### config.mk
export PLATFORM = sky130hd
export DESIGN_NAME = sprite_frame_sequencer_top_flat
export DESIGN_NICKNAME = d
export VERILOG_FILES = /design/src/design/sfs_pkg.sv /design/src/design/sfs_in_if.sv /design/src/design/sfs_out_if.sv /design/src/design/sfs_cfg_regs.sv /design/src/design/sfs_seq_core.sv /design/src/design/sfs_uv_stage.sv /design/src/design/sprite_frame_sequencer_top.sv /design/src/flat_wrapper.sv
export SDC_FILE = /design/constraint.sdc
export NUM_CORES = 1
export LEC_CHECK = 0
export BUFFER_PORTS_ARGS = -buffer_cell sky130_fd_sc_hd__buf_2
export CAP_MARGIN = 10
export CELL_PAD_IN_SITES_DETAIL_PLACEMENT = 1
export CELL_PAD_IN_SITES_GLOBAL_PLACEMENT = 1
export CORE_AREA = 3 3 222 224
export CTS_CLUSTER_SIZE = 14
export DETAILED_ROUTE_END_ITERATION = 10
export DIE_AREA = 0 0 225 227
export GPL_TIMING_DRIVEN = 0
export HOLD_SLACK_MARGIN = 0.02
export PLACE_DENSITY = 0.74
export SETUP_SLACK_MARGIN = 0.02
export SYNTH_ARGS = -nofsm -noshare
export SYNTH_HDL_FRONTEND = slang
export SYNTH_SLANG_ARGS = --single-unit
### constraint.sdc
create_clock -name clk_i -period 14.1 [get_ports clk_i]
set_input_delay 2.115 -clock clk_i [delete_from_list [all_inputs] [get_ports clk_i]]
set_output_delay 2.115 -clock clk_i [all_outputs]
set_load 0.005 [all_outputs]
### src/design/sfs_pkg.sv
package sfs_pkg;

  localparam int INDEX_BITS_DEF = 8;
  localparam int TIME_BITS_DEF  = 32;

  localparam int KIND_W   = 3;
  localparam int TIME_W   = 32;
  localparam int POS_W    = 8;
  localparam int PERIOD_W = 32;
  localparam int UV_W     = 17;
  localparam int OFF_W    = 24;
  localparam int CFG_IDX_W  = 3;
  localparam int CFG_DATA_W = 32;

  // one in Q1.16
  localparam logic [UV_W-1:0] UV_ONE = 17'h10000;

  typedef enum logic [KIND_W-1:0] {
    KIND_TICK    = 3'd0,
    KIND_PLAY    = 3'd1,
    KIND_RESUME  = 3'd2,
    KIND_PAUSE   = 3'd3,
    KIND_STOP    = 3'd4,
    KIND_RESTART = 3'd5
  } kind_e;

  typedef enum logic [CFG_IDX_W-1:0] {
    CFG_MAX_COL      = 3'd0,
    CFG_MAX_ROW      = 3'd1,
    CFG_END_COL      = 3'd2,
    CFG_FRAME_PERIOD = 3'd3,
    CFG_LOOP_ENABLE  = 3'd4,
    CFG_UV_STEP_X    = 3'd5,
    CFG_UV_STEP_Y    = 3'd6
  } cfg_idx_e;

  typedef struct packed {
    logic [POS_W-1:0]    max_col;
    logic [POS_W-1:0]    max_row;
    logic [POS_W-1:0]    end_col;
    logic [PERIOD_W-1:0] frame_period;
    logic                loop_enable;
    logic [UV_W-1:0]     uv_step_x;
    logic [UV_W-1:0]     uv_step_y;
  } cfg_t;

  typedef struct packed {
    logic valid;
    logic run;
    logic ended;
  } stat_t;

endpackage

### src/design/sfs_in_if.sv
interface sfs_in_if;
  logic                        valid;
  logic                        ready;
  logic [sfs_pkg::KIND_W-1:0]  kind;
  logic [sfs_pkg::TIME_W-1:0]  delta_time;

  modport source (output valid, kind, delta_time, input ready);
  modport sink   (input valid, kind, delta_time, output ready);
endinterface

### src/design/sfs_out_if.sv
interface sfs_out_if;
  logic                       valid;
  logic                       ready;
  logic [sfs_pkg::POS_W-1:0]  frame_col;
  logic [sfs_pkg::POS_W-1:0]  frame_row;
  logic                       playing;
  logic                       ended;
  logic [sfs_pkg::UV_W-1:0]   uv_scale_x;
  logic [sfs_pkg::UV_W-1:0]   uv_scale_y;
  logic [sfs_pkg::OFF_W-1:0]  uv_offset_x;
  logic [sfs_pkg::OFF_W-1:0]  uv_offset_y;

  modport source (output valid, frame_col, frame_row, playing, ended, uv_scale_x,
                  uv_scale_y, uv_offset_x, uv_offset_y, input ready);
  modport sink   (input valid, frame_col, frame_row, playing, ended, uv_scale_x,
                  uv_scale_y, uv_offset_x, uv_offset_y, output ready);
endinterface

### src/design/sfs_cfg_regs.sv
module sfs_cfg_regs (
  input  logic                                clk_i,
  input  logic                                rst_ni,
  input  logic                                cfg_we_i,
  input  logic [sfs_pkg::CFG_IDX_W-1:0]       cfg_idx_i,
  input  logic [sfs_pkg::CFG_DATA_W-1:0]      cfg_data_i,
  output sfs_pkg::cfg_t                       cfg_o
);

  sfs_pkg::cfg_t cfg_q;
  sfs_pkg::cfg_t cfg_d;

  always_comb begin
    cfg_d = cfg_q;
    if (cfg_we_i) begin
      case (sfs_pkg::cfg_idx_e'(cfg_idx_i))
        sfs_pkg::CFG_MAX_COL:      cfg_d.max_col      = cfg_data_i[sfs_pkg::POS_W-1:0];
        sfs_pkg::CFG_MAX_ROW:      cfg_d.max_row      = cfg_data_i[sfs_pkg::POS_W-1:0];
        sfs_pkg::CFG_END_COL:      cfg_d.end_col      = cfg_data_i[sfs_pkg::POS_W-1:0];
        sfs_pkg::CFG_FRAME_PERIOD: cfg_d.frame_period = cfg_data_i[sfs_pkg::PERIOD_W-1:0];
        sfs_pkg::CFG_LOOP_ENABLE:  cfg_d.loop_enable  = cfg_data_i[0];
        sfs_pkg::CFG_UV_STEP_X:    cfg_d.uv_step_x    = cfg_data_i[sfs_pkg::UV_W-1:0];
        sfs_pkg::CFG_UV_STEP_Y:    cfg_d.uv_step_y    = cfg_data_i[sfs_pkg::UV_W-1:0];
        default: ;
      endcase
    end
  end

  always_ff @(posedge clk_i or negedge rst_ni) begin
    if (!rst_ni) begin
      cfg_q.max_col      <= '0;
      cfg_q.max_row      <= '0;
      cfg_q.end_col      <= '0;
      cfg_q.frame_period <= '0;
      cfg_q.loop_enable  <= 1'b0;
      cfg_q.uv_step_x    <= sfs_pkg::UV_ONE;
      cfg_q.uv_step_y    <= sfs_pkg::UV_ONE;
    end else begin
      cfg_q <= cfg_d;
    end
  end

  assign cfg_o = cfg_q;

endmodule

### src/design/sfs_seq_core.sv
module sfs_seq_core #(
  parameter int INDEX_BITS = sfs_pkg::INDEX_BITS_DEF,
  parameter int TIME_BITS  = sfs_pkg::TIME_BITS_DEF
) (
  input  logic                   clk_i,
  input  logic                   rst_ni,
  sfs_in_if.sink                 in_i,
  input  sfs_pkg::cfg_t          cfg_i,
  input  logic                   take_i,
  output sfs_pkg::stat_t         stat_o,
  output logic [INDEX_BITS-1:0]  col_o,
  output logic [INDEX_BITS-1:0]  row_o
);

  localparam int IW = (INDEX_BITS > sfs_pkg::POS_W) ? INDEX_BITS : sfs_pkg::POS_W;
  localparam int CW = (TIME_BITS > sfs_pkg::PERIOD_W) ? TIME_BITS : sfs_pkg::PERIOD_W;

  // input stage
  logic                         a_valid_q;
  sfs_pkg::kind_e               a_kind_q;
  logic [sfs_pkg::TIME_W-1:0]   a_dt_q;

  // animation state, also the payload of the result stage
  logic                         b_valid_q;
  logic [TIME_BITS-1:0]         elapsed_q, elapsed_d;
  logic [INDEX_BITS-1:0]        col_q, col_d;
  logic [INDEX_BITS-1:0]        row_q, row_d;
  logic                         run_q, run_d;
  logic                         end_q, end_d;

  logic                         en_b;
  logic                         en_a;
  logic                         in_fire;
  logic                         a_fire;
  logic                         single;
  logic [TIME_BITS:0]           sum;
  logic [TIME_BITS-1:0]         sat;
  logic                         reach;
  logic                         at_end;
  logic [INDEX_BITS:0]          col_inc;
  logic                         col_wrap;

  assign en_b    = !b_valid_q || take_i;
  assign en_a    = !a_valid_q || en_b;
  assign in_fire = in_i.valid && en_a;
  assign a_fire  = a_valid_q && en_b;
  assign in_i.ready = en_a;

  assign single  = (cfg_i.max_col == '0) && (cfg_i.max_row == '0);
  assign sum     = {1'b0, elapsed_q} + (TIME_BITS+1)'(TIME_BITS'(a_dt_q));
  assign sat     = sum[TIME_BITS] ? '1 : sum[TIME_BITS-1:0];
  assign reach   = CW'(sat) >= CW'(cfg_i.frame_period);
  assign at_end  = (IW'(col_q) == IW'(cfg_i.end_col)) && (IW'(row_q) == IW'(cfg_i.max_row));
  assign col_inc = {1'b0, col_q} + (INDEX_BITS+1)'(1);
  assign col_wrap = (IW+1)'(col_inc) > (IW+1)'(cfg_i.max_col);

  always_comb begin
    elapsed_d = elapsed_q;
    col_d     = col_q;
    row_d     = row_q;
    run_d     = run_q;
    end_d     = end_q;
    case (a_kind_q)
      sfs_pkg::KIND_TICK: begin
        if (!single && run_q) begin
          elapsed_d = sat;
          if (reach) begin
            elapsed_d = '0;
            if (at_end) begin
              col_d = '0;
              row_d = '0;
              if (!cfg_i.loop_enable) begin
                end_d = 1'b1;
                run_d = 1'b0;
              end
            end else if (col_wrap) begin
              col_d = '0;
              row_d = row_q + INDEX_BITS'(1);
            end else begin
              col_d = col_inc[INDEX_BITS-1:0];
            end
          end
        end
      end
      sfs_pkg::KIND_PLAY: begin
        col_d     = '0;
        row_d     = '0;
        run_d     = 1'b1;
        end_d     = 1'b0;
        elapsed_d = '0;
      end
      sfs_pkg::KIND_RESUME: begin
        run_d     = 1'b1;
        end_d     = 1'b0;
        elapsed_d = '0;
      end
      sfs_pkg::KIND_PAUSE: begin
        run_d = 1'b0;
      end
      sfs_pkg::KIND_STOP: begin
        run_d = 1'b0;
        col_d = '0;
        row_d = '0;
      end
      sfs_pkg::KIND_RESTART: begin
        col_d     = '0;
        row_d     = '0;
        elapsed_d = '0;
      end
      default: ;
    endcase
  end

  always_ff @(posedge clk_i or negedge rst_ni) begin
    if (!rst_ni) begin
      a_valid_q <= 1'b0;
      b_valid_q <= 1'b0;
    end else begin
      if (in_fire) begin
        a_valid_q <= 1'b1;
      end else if (a_fire) begin
        a_valid_q <= 1'b0;
      end
      if (a_fire) begin
        b_valid_q <= 1'b1;
      end else if (take_i) begin
        b_valid_q <= 1'b0;
      end
    end
  end

  always_ff @(posedge clk_i) begin
    if (in_fire) begin
      a_kind_q <= sfs_pkg::kind_e'(in_i.kind);
      a_dt_q   <= in_i.delta_time;
    end
  end

  always_ff @(posedge clk_i or negedge rst_ni) begin
    if (!rst_ni) begin
      elapsed_q <= '0;
      col_q     <= '0;
      row_q     <= '0;
      run_q     <= 1'b0;
      end_q     <= 1'b0;
    end else if (a_fire) begin
      elapsed_q <= elapsed_d;
      col_q     <= col_d;
      row_q     <= row_d;
      run_q     <= run_d;
      end_q     <= end_d;
    end
  end

  assign stat_o.valid = b_valid_q;
  assign stat_o.run   = run_q;
  assign stat_o.ended = end_q;
  assign col_o        = col_q;
  assign row_o        = row_q;

`ifndef SYNTHESIS
  a_state_holds_idle: assert property (@(posedge clk_i) disable iff (!rst_ni)
    !a_fire |=> ($stable(col_q) && $stable(row_q) && $stable(elapsed_q)))
    else $error("animation state changed without an item");

  a_single_frame_frozen: assert property (@(posedge clk_i) disable iff (!rst_ni)
    (a_fire && a_kind_q == sfs_pkg::KIND_TICK && single)
      |=> ($stable(col_q) && $stable(row_q) && $stable(elapsed_q)))
    else $error("single frame sheet advanced on a tick");

  a_end_stops_run: assert property (@(posedge clk_i) disable iff (!rst_ni)
    $rose(end_q) |-> (!run_q && col_q == '0 && row_q == '0))
    else $error("end flag set while still playing or off frame zero");
`endif

endmodule

### src/design/sfs_uv_stage.sv
module sfs_uv_stage #(
  parameter int INDEX_BITS = sfs_pkg::INDEX_BITS_DEF
) (
  input  logic                   clk_i,
  input  logic                   rst_ni,
  input  sfs_pkg::stat_t         stat_i,
  input  logic [INDEX_BITS-1:0]  col_i,
  input  logic [INDEX_BITS-1:0]  row_i,
  input  sfs_pkg::cfg_t          cfg_i,
  output logic                   take_o,
  sfs_out_if.source              out_o
);

  logic                          c_valid_q;
  logic [sfs_pkg::POS_W-1:0]     col_q;
  logic [sfs_pkg::POS_W-1:0]     row_q;
  logic                          run_q;
  logic                          end_q;
  logic [sfs_pkg::UV_W-1:0]      scale_x_q;
  logic [sfs_pkg::UV_W-1:0]      scale_y_q;
  logic [sfs_pkg::OFF_W-1:0]     off_x_q, off_x_d;
  logic [sfs_pkg::OFF_W-1:0]     off_y_q, off_y_d;
  logic                          load;

  assign take_o = stat_i.valid && (!c_valid_q || out_o.ready);
  assign load   = take_o;

  // products kept to the low 24 bits
  assign off_x_d = sfs_pkg::OFF_W'(col_i) * sfs_pkg::OFF_W'(cfg_i.uv_step_x);
  assign off_y_d = sfs_pkg::OFF_W'(row_i) * sfs_pkg::OFF_W'(cfg_i.uv_step_y);

  always_ff @(posedge clk_i or negedge rst_ni) begin
    if (!rst_ni) begin
      c_valid_q <= 1'b0;
    end else if (load) begin
      c_valid_q <= 1'b1;
    end else if (out_o.ready) begin
      c_valid_q <= 1'b0;
    end
  end

  always_ff @(posedge clk_i) begin
    if (load) begin
      col_q     <= sfs_pkg::POS_W'(col_i);
      row_q     <= sfs_pkg::POS_W'(row_i);
      run_q     <= stat_i.run;
      end_q     <= stat_i.ended;
      scale_x_q <= cfg_i.uv_step_x;
      scale_y_q <= cfg_i.uv_step_y;
      off_x_q   <= off_x_d;
      off_y_q   <= off_y_d;
    end
  end

  assign out_o.valid       = c_valid_q;
  assign out_o.frame_col   = col_q;
  assign out_o.frame_row   = row_q;
  assign out_o.playing     = run_q;
  assign out_o.ended       = end_q;
  assign out_o.uv_scale_x  = scale_x_q;
  assign out_o.uv_scale_y  = scale_y_q;
  assign out_o.uv_offset_x = off_x_q;
  assign out_o.uv_offset_y = off_y_q;

endmodule

### src/design/sprite_frame_sequencer_top.sv
// stages in order: input register, state update, uv multiply register
// throughput: one word per cycle while the output is not stalled
// the ready path runs combinationally from the output back through each stage
// reset: asynchronous active low; frame 0, stopped, accumulator clear, uv steps at 1.0
module sprite_frame_sequencer_top #(
  parameter int INDEX_BITS = sfs_pkg::INDEX_BITS_DEF,
  parameter int TIME_BITS  = sfs_pkg::TIME_BITS_DEF
) (
  input  logic                            clk_i,
  input  logic                            rst_ni,
  sfs_in_if.sink                          in_i,
  sfs_out_if.source                       out_o,
  input  logic                            cfg_we_i,
  input  logic [sfs_pkg::CFG_IDX_W-1:0]   cfg_idx_i,
  input  logic [sfs_pkg::CFG_DATA_W-1:0]  cfg_data_i
);

  sfs_pkg::cfg_t          cfg;
  sfs_pkg::stat_t         stat;
  logic [INDEX_BITS-1:0]  col;
  logic [INDEX_BITS-1:0]  row;
  logic                   take;

  sfs_cfg_regs u_cfg (
    .clk_i      (clk_i),
    .rst_ni     (rst_ni),
    .cfg_we_i   (cfg_we_i),
    .cfg_idx_i  (cfg_idx_i),
    .cfg_data_i (cfg_data_i),
    .cfg_o      (cfg)
  );

  sfs_seq_core #(
    .INDEX_BITS (INDEX_BITS),
    .TIME_BITS  (TIME_BITS)
  ) u_core (
    .clk_i  (clk_i),
    .rst_ni (rst_ni),
    .in_i   (in_i),
    .cfg_i  (cfg),
    .take_i (take),
    .stat_o (stat),
    .col_o  (col),
    .row_o  (row)
  );

  sfs_uv_stage #(
    .INDEX_BITS (INDEX_BITS)
  ) u_uv (
    .clk_i  (clk_i),
    .rst_ni (rst_ni),
    .stat_i (stat),
    .col_i  (col),
    .row_i  (row),
    .cfg_i  (cfg),
    .take_o (take),
    .out_o  (out_o)
  );

endmodule
### src/flat_wrapper.sv
// flat-port wrapper written by rule: the top's interface ports become plain ports
module sprite_frame_sequencer_top_flat 
#(
  parameter int INDEX_BITS = sfs_pkg::INDEX_BITS_DEF,
  parameter int TIME_BITS  = sfs_pkg::TIME_BITS_DEF
)
  (clk_i, rst_ni, cfg_we_i, cfg_idx_i, cfg_data_i, in_i_valid, in_i_kind, in_i_delta_time, in_i_ready, out_o_valid, out_o_frame_col, out_o_frame_row, out_o_playing, out_o_ended, out_o_uv_scale_x, out_o_uv_scale_y, out_o_uv_offset_x, out_o_uv_offset_y, out_o_ready);
  sfs_in_if in_i_i ();
  sfs_out_if out_o_i ();
  input  logic clk_i;
  input  logic rst_ni;
  input  logic cfg_we_i;
  input  logic [sfs_pkg::CFG_IDX_W-1:0] cfg_idx_i;
  input  logic [sfs_pkg::CFG_DATA_W-1:0] cfg_data_i;
  input wire logic [$bits(in_i_i.valid)-1:0] in_i_valid;
  input wire logic [$bits(in_i_i.kind)-1:0] in_i_kind;
  input wire logic [$bits(in_i_i.delta_time)-1:0] in_i_delta_time;
  output wire logic [$bits(in_i_i.ready)-1:0] in_i_ready;
  output wire logic [$bits(out_o_i.valid)-1:0] out_o_valid;
  output wire logic [$bits(out_o_i.frame_col)-1:0] out_o_frame_col;
  output wire logic [$bits(out_o_i.frame_row)-1:0] out_o_frame_row;
  output wire logic [$bits(out_o_i.playing)-1:0] out_o_playing;
  output wire logic [$bits(out_o_i.ended)-1:0] out_o_ended;
  output wire logic [$bits(out_o_i.uv_scale_x)-1:0] out_o_uv_scale_x;
  output wire logic [$bits(out_o_i.uv_scale_y)-1:0] out_o_uv_scale_y;
  output wire logic [$bits(out_o_i.uv_offset_x)-1:0] out_o_uv_offset_x;
  output wire logic [$bits(out_o_i.uv_offset_y)-1:0] out_o_uv_offset_y;
  input wire logic [$bits(out_o_i.ready)-1:0] out_o_ready;
  assign in_i_i.valid = in_i_valid;
  assign in_i_i.kind = in_i_kind;
  assign in_i_i.delta_time = in_i_delta_time;
  assign in_i_ready = in_i_i.ready;
  assign out_o_valid = out_o_i.valid;
  assign out_o_frame_col = out_o_i.frame_col;
  assign out_o_frame_row = out_o_i.frame_row;
  assign out_o_playing = out_o_i.playing;
  assign out_o_ended = out_o_i.ended;
  assign out_o_uv_scale_x = out_o_i.uv_scale_x;
  assign out_o_uv_scale_y = out_o_i.uv_scale_y;
  assign out_o_uv_offset_x = out_o_i.uv_offset_x;
  assign out_o_uv_offset_y = out_o_i.uv_offset_y;
  assign out_o_i.ready = out_o_ready;
  sprite_frame_sequencer_top #(.INDEX_BITS(INDEX_BITS), .TIME_BITS(TIME_BITS)) u_core (.clk_i(clk_i), .rst_ni(rst_ni), .in_i(in_i_i), .out_o(out_o_i), .cfg_we_i(cfg_we_i), .cfg_idx_i(cfg_idx_i), .cfg_data_i(cfg_data_i));
endmodule
==> insert_results.sql <==
INSERT INTO impl_metrics (metric_group, metric, value, unit) VALUES
('clock_tree', 'cts_post_setup_buffers_inserted', '0', ''),
('critical_path', 'cp_cell_sequence', 'clkbuf_1, clkbuf_1, nand2_1, fa_1, inv_1, fa_1, fa_1, fa_1, ha_1, o211ai_1, a21oi_1, o21ai_0, o211ai_1, nand3_1, a31oi_1, mux2i_1, o311ai_0', ''),
('routing', 'drc', '0', ''),
('clock_tree', 'max-clock-path-buffers', '3', ''),
('clock_tree', 'resized_after_cts', '0', ''),
('critical_path', 'timing.critical_path.required', '14.37', 'ns'),
('clock_tree', 'clock_tree.htree_level_count', '2', ''),
('global_routing', 'grt_util_all_layers', '22.7', '%'),
('logic_synthesis', 'yosys.cell_count.top_type', 'sky130_fd_sc_hd__inv_1', ''),
('layout', 'multiInputGateArea', '0.0123', 'mm^2'),
('clock_tree', 'clk_pin_slew_worst_paths', '0.06', 'ns'),
('floorplanning', 'die_x', '225', 'um'),
('timing', 'setup_violations', '0', ''),
('routing', 'routed_wl', '56800', 'um'),
('layout', 'seq_area', '0.00766', 'mm^2'),
('timing', 'period_minus_slack', '6.21', 'ns'),
('logic_synthesis', 'top_reg_cell_synth', 'sky130_fd_sc_hd__dfrtp_1', ''),
('timing', 'maxSlewViolCount', '0', ''),
('critical_path', 'critical-path-max-stage-delay', '0.56', 'ns'),
('timing', 'finalCritPeriodShare', '44.1', '%'),
('layout', 'layout.filler_cells', '5277', ''),
('layout', 'nets', '2627', ''),
('logic_synthesis', 'synthesis.instances', '2000', ''),
('clock_tree', 'cts_tree', 'built', ''),
('clock_tree', 'clk-insertion-delay-late', '0.56', 'ns'),
('logic_synthesis', 'synth.cells.most_frequent', 'sky130_fd_sc_hd__inv_1, sky130_fd_sc_hd__nand2_1, sky130_fd_sc_hd__fa_1', ''),
('floorplanning', 'initial_cell_density_of_the_core', '44.6', '%'),
('timing', 'rsz0062_at_grt', 'false', ''),
('logic_synthesis', 'async_reset_ff_share', '51.6', '%'),
('min_path', 'worstHoldPathType', 'flip-flop to flip-flop', ''),
('power_and_ir_drop', 'leakage', '11.3', 'nW'),
('layout', 'post_route_cells_drive_above_1_share', '15.2', '%'),
('floorplanning', 'core_area', '0.0475', 'mm^2'),
('critical_path', 'crit_path_start_kind', 'flip-flop', ''),
('clock_tree', 'cts_hold_buf', '0', ''),
('floorplanning', 'num_rows', '80', ''),
('critical_path', 'crit_path_end_kind', 'flip-flop', ''),
('clock_tree', 'numCtsBuffers', '34', ''),
('routing', 'vias', '15600', ''),
('logic_synthesis', 'synthesis.area', '0.0212', 'mm^2'),
('logic_synthesis', 'synthesis.nets', '2414', ''),
('logic_synthesis', 'number_of_synthesized_flops_with_an_enable_pin', '135', ''),
('critical_path', 'cp_max_fo', '10', ''),
('routing', 'drt_iter0_drc', '666', ''),
('logic_synthesis', 'synth-warning-count', '0', ''),
('power_and_ir_drop', 'seqPwrFrac', '32.5', '%'),
('timing', 'timing.setup.tns', '0', 'ns'),
('timing', 'slew_headroom', '19.1', '%'),
('layout', 'finalCoreUtilization', '50.5', '%'),
('layout', 'synth_to_layout_area_growth', '13.2', '%'),
('power_and_ir_drop', 'internal_power', '0.00227', 'W'),
('timing', 'worst_slew_pin_slew', '1.21', 'ns'),
('clock_tree', 'cts.sinks', '279', ''),
('floorplanning', 'fp.dieArea', '0.0511', 'mm^2'),
('layout', 'antenna_cells_inserted', '0', ''),
('place', 'placement.io_buffers', '174', ''),
('clock_tree', 'cts-root-buf', 'sky130_fd_sc_hd__clkbuf_16', ''),
('power_and_ir_drop', 'share_clk_of_total_power', '23.3', '%'),
('logic_synthesis', 'post_synth_num_cell_types', '73', ''),
('status', 'outcome', 'completed', ''),
('place', 'routabilityCongestion', '0.913', ''),
('power_and_ir_drop', 'pwr_density_cell', '155', 'mW/mm^2'),
('global_routing', 'grt_pass1_wl', '91800', 'um'),
('power_and_ir_drop', 'netSwitchingPower', '0.00145', 'W'),
('run', 'maximum_capacitance_violations', '0', ''),
('timing', 'hold_viol', '0', ''),
('floorplanning', 'top_level_ports', '177', ''),
('place', 'dp_hpwl', '44800', 'um'),
('critical_path', 'timing.critical_path.arrival', '6.48', 'ns'),
('critical_path', 'cpMostUsedCell', 'sky130_fd_sc_hd__fa_1', ''),
('floorplanning', 'height_of_the_die', '227', 'um');
-- cell usage in the layout, fill, tap and decap left out, drive strengths merged, types with 16 or more instances in the layout --
master	synthesis	final
inv	242	244
nand2	235	235
buf	21	198
fa	179	179
ha	160	160
dfrtp	142	142
edfxtp	135	135
and2	135	135
clkbuf	61	101
mux2	86	86
a21oi	74	74
o21ai	66	66
nor2	51	51
xnor2	43	43
xor2	35	35
a21o	34	34
a22o	31	31
nand3	31	31
nor3	20	20
nand2b	18	18
nand4	17	17
clkinv	0	16
-- worst max-delay path, delay by kind of cell, from the launching register on --
kind / cells / cell delay [ns]
adders and majority gates: 5 / 2.45
AOI/OAI and AO/OA: 6 / 1.40
buffers and inverters: 3 / 1.02
DFF: 1 / 0.50
and+or+nand+nor: 2 / 0.34
muxes: 1 / 0.21
-- routing by layer --
layer / vias to the layer above / wire length [um] / track usage (%)
met1: 8032 / 24100 / 28.8
met4: 4 / 1470 / 6.93
met3: 89 / 2150 / 2.98
li1: 7184 / - / -
met2: 306 / 29000 / 40.8
met5: - / 34 / 0
-- registers in the layout (all words and copies together), names as in the netlist, 3 cells and up --
| register | cells |
|---|---|
| u_core.u_core.a_dt_q | 32 |
| u_core.u_uv.out_o.frame_col | 8 |
| u_core.u_uv.out_o.uv_scale_y | 17 |
| u_core.u_core.a_kind_q | 3 |
| u_core.u_uv.out_o.uv_scale_x | 17 |
| u_core.u_cfg.cfg_o | 91 |
| u_core.u_core.col_o | 8 |
| u_core.u_uv.out_o.uv_offset_x | 24 |
| u_core.u_uv.out_o.uv_offset_y | 24 |
| u_core.u_core.elapsed_q | 32 |
| u_core.u_uv.out_o.frame_row | 8 |
| u_core.u_core.row_o | 8 |
-- cells by family after synthesis --
| family | synth area share (%) |
|---|---|
| fa+ha+maj | 26.3 |
| flops | 36.1 |
| buf+inv | 5.80 |
| compound gates | 10.7 |
| xor+xnor | 3.22 |
| mux | 4.76 |
| simple gates | 13.1 |
-- path summary, 6_finish.rpt --
| kind | start | endpoint | slack, ns | cells after the start |
|---|---|---|---|---|
| max reg2reg | u_core.u_core.col_o[5] | u_core.u_uv.out_o.uv_offset_x[23] | 7.89 | 17 |
| min | u_core.u_cfg.cfg_o[12] | u_core.u_uv.out_o.uv_scale_y[12] | 0.45 | 0 |
| min reg2reg | u_core.u_cfg.cfg_o[12] | u_core.u_uv.out_o.uv_scale_y[12] | 0.45 | 0 |
| max | u_core.u_core.col_o[5] | u_core.u_uv.out_o.uv_offset_x[23] | 7.89 | 17 |
| min in group asynchronous | rst_ni | u_core.u_cfg.cfg_o[59] | 1.60 | 1 |
| max in group asynchronous | rst_ni | u_core.u_cfg.cfg_o[16] | 11.64 | 2 |
-- area by class of cell --
type                       count  share of cell area (%)
multi-input combinational   1397                    51.3
clock buffer                  40                    3.68
timing repair buffer         177                    3.90
clock inverter                22                   0.865
buffer                        82                    1.34
inverter                     242                    3.78
tap                          615                    3.21
sequential                   279                    31.9
-- power groups by stage --
| stage | combinational, W | sequential, W | clock (W) |
|---|---|---|---|
| after global placement | 0.00157 | 0.00122 | 0 |
| after detailed placement | 0.00165 | 0.00122 | 0 |
| after floorplan | 0.00116 | 0.00119 | 0 |
| after CTS | 0.00166 | 0.00121 | 0.000894 |
| after global routing | 0.00187 | 0.00123 | 0.000927 |
| final | 0.00164 | 0.00121 | 0.000867 |
-- through the flow --
step           hold WS [ns]  area, um^2  std cells  worst slack (ns)
4_1_cts               0.443       24000       2853              7.85
2_1_floorplan         0.423       21200       2000              9.00
6_report              0.447       24000       2854              7.89
3_5_place_dp          0.428       22900       2791              7.92
5_1_grt               0.457       24000       2854              7.48
3_3_place_gp          0.430       22800       2789              7.99
(Power assumes the default switching activity.)
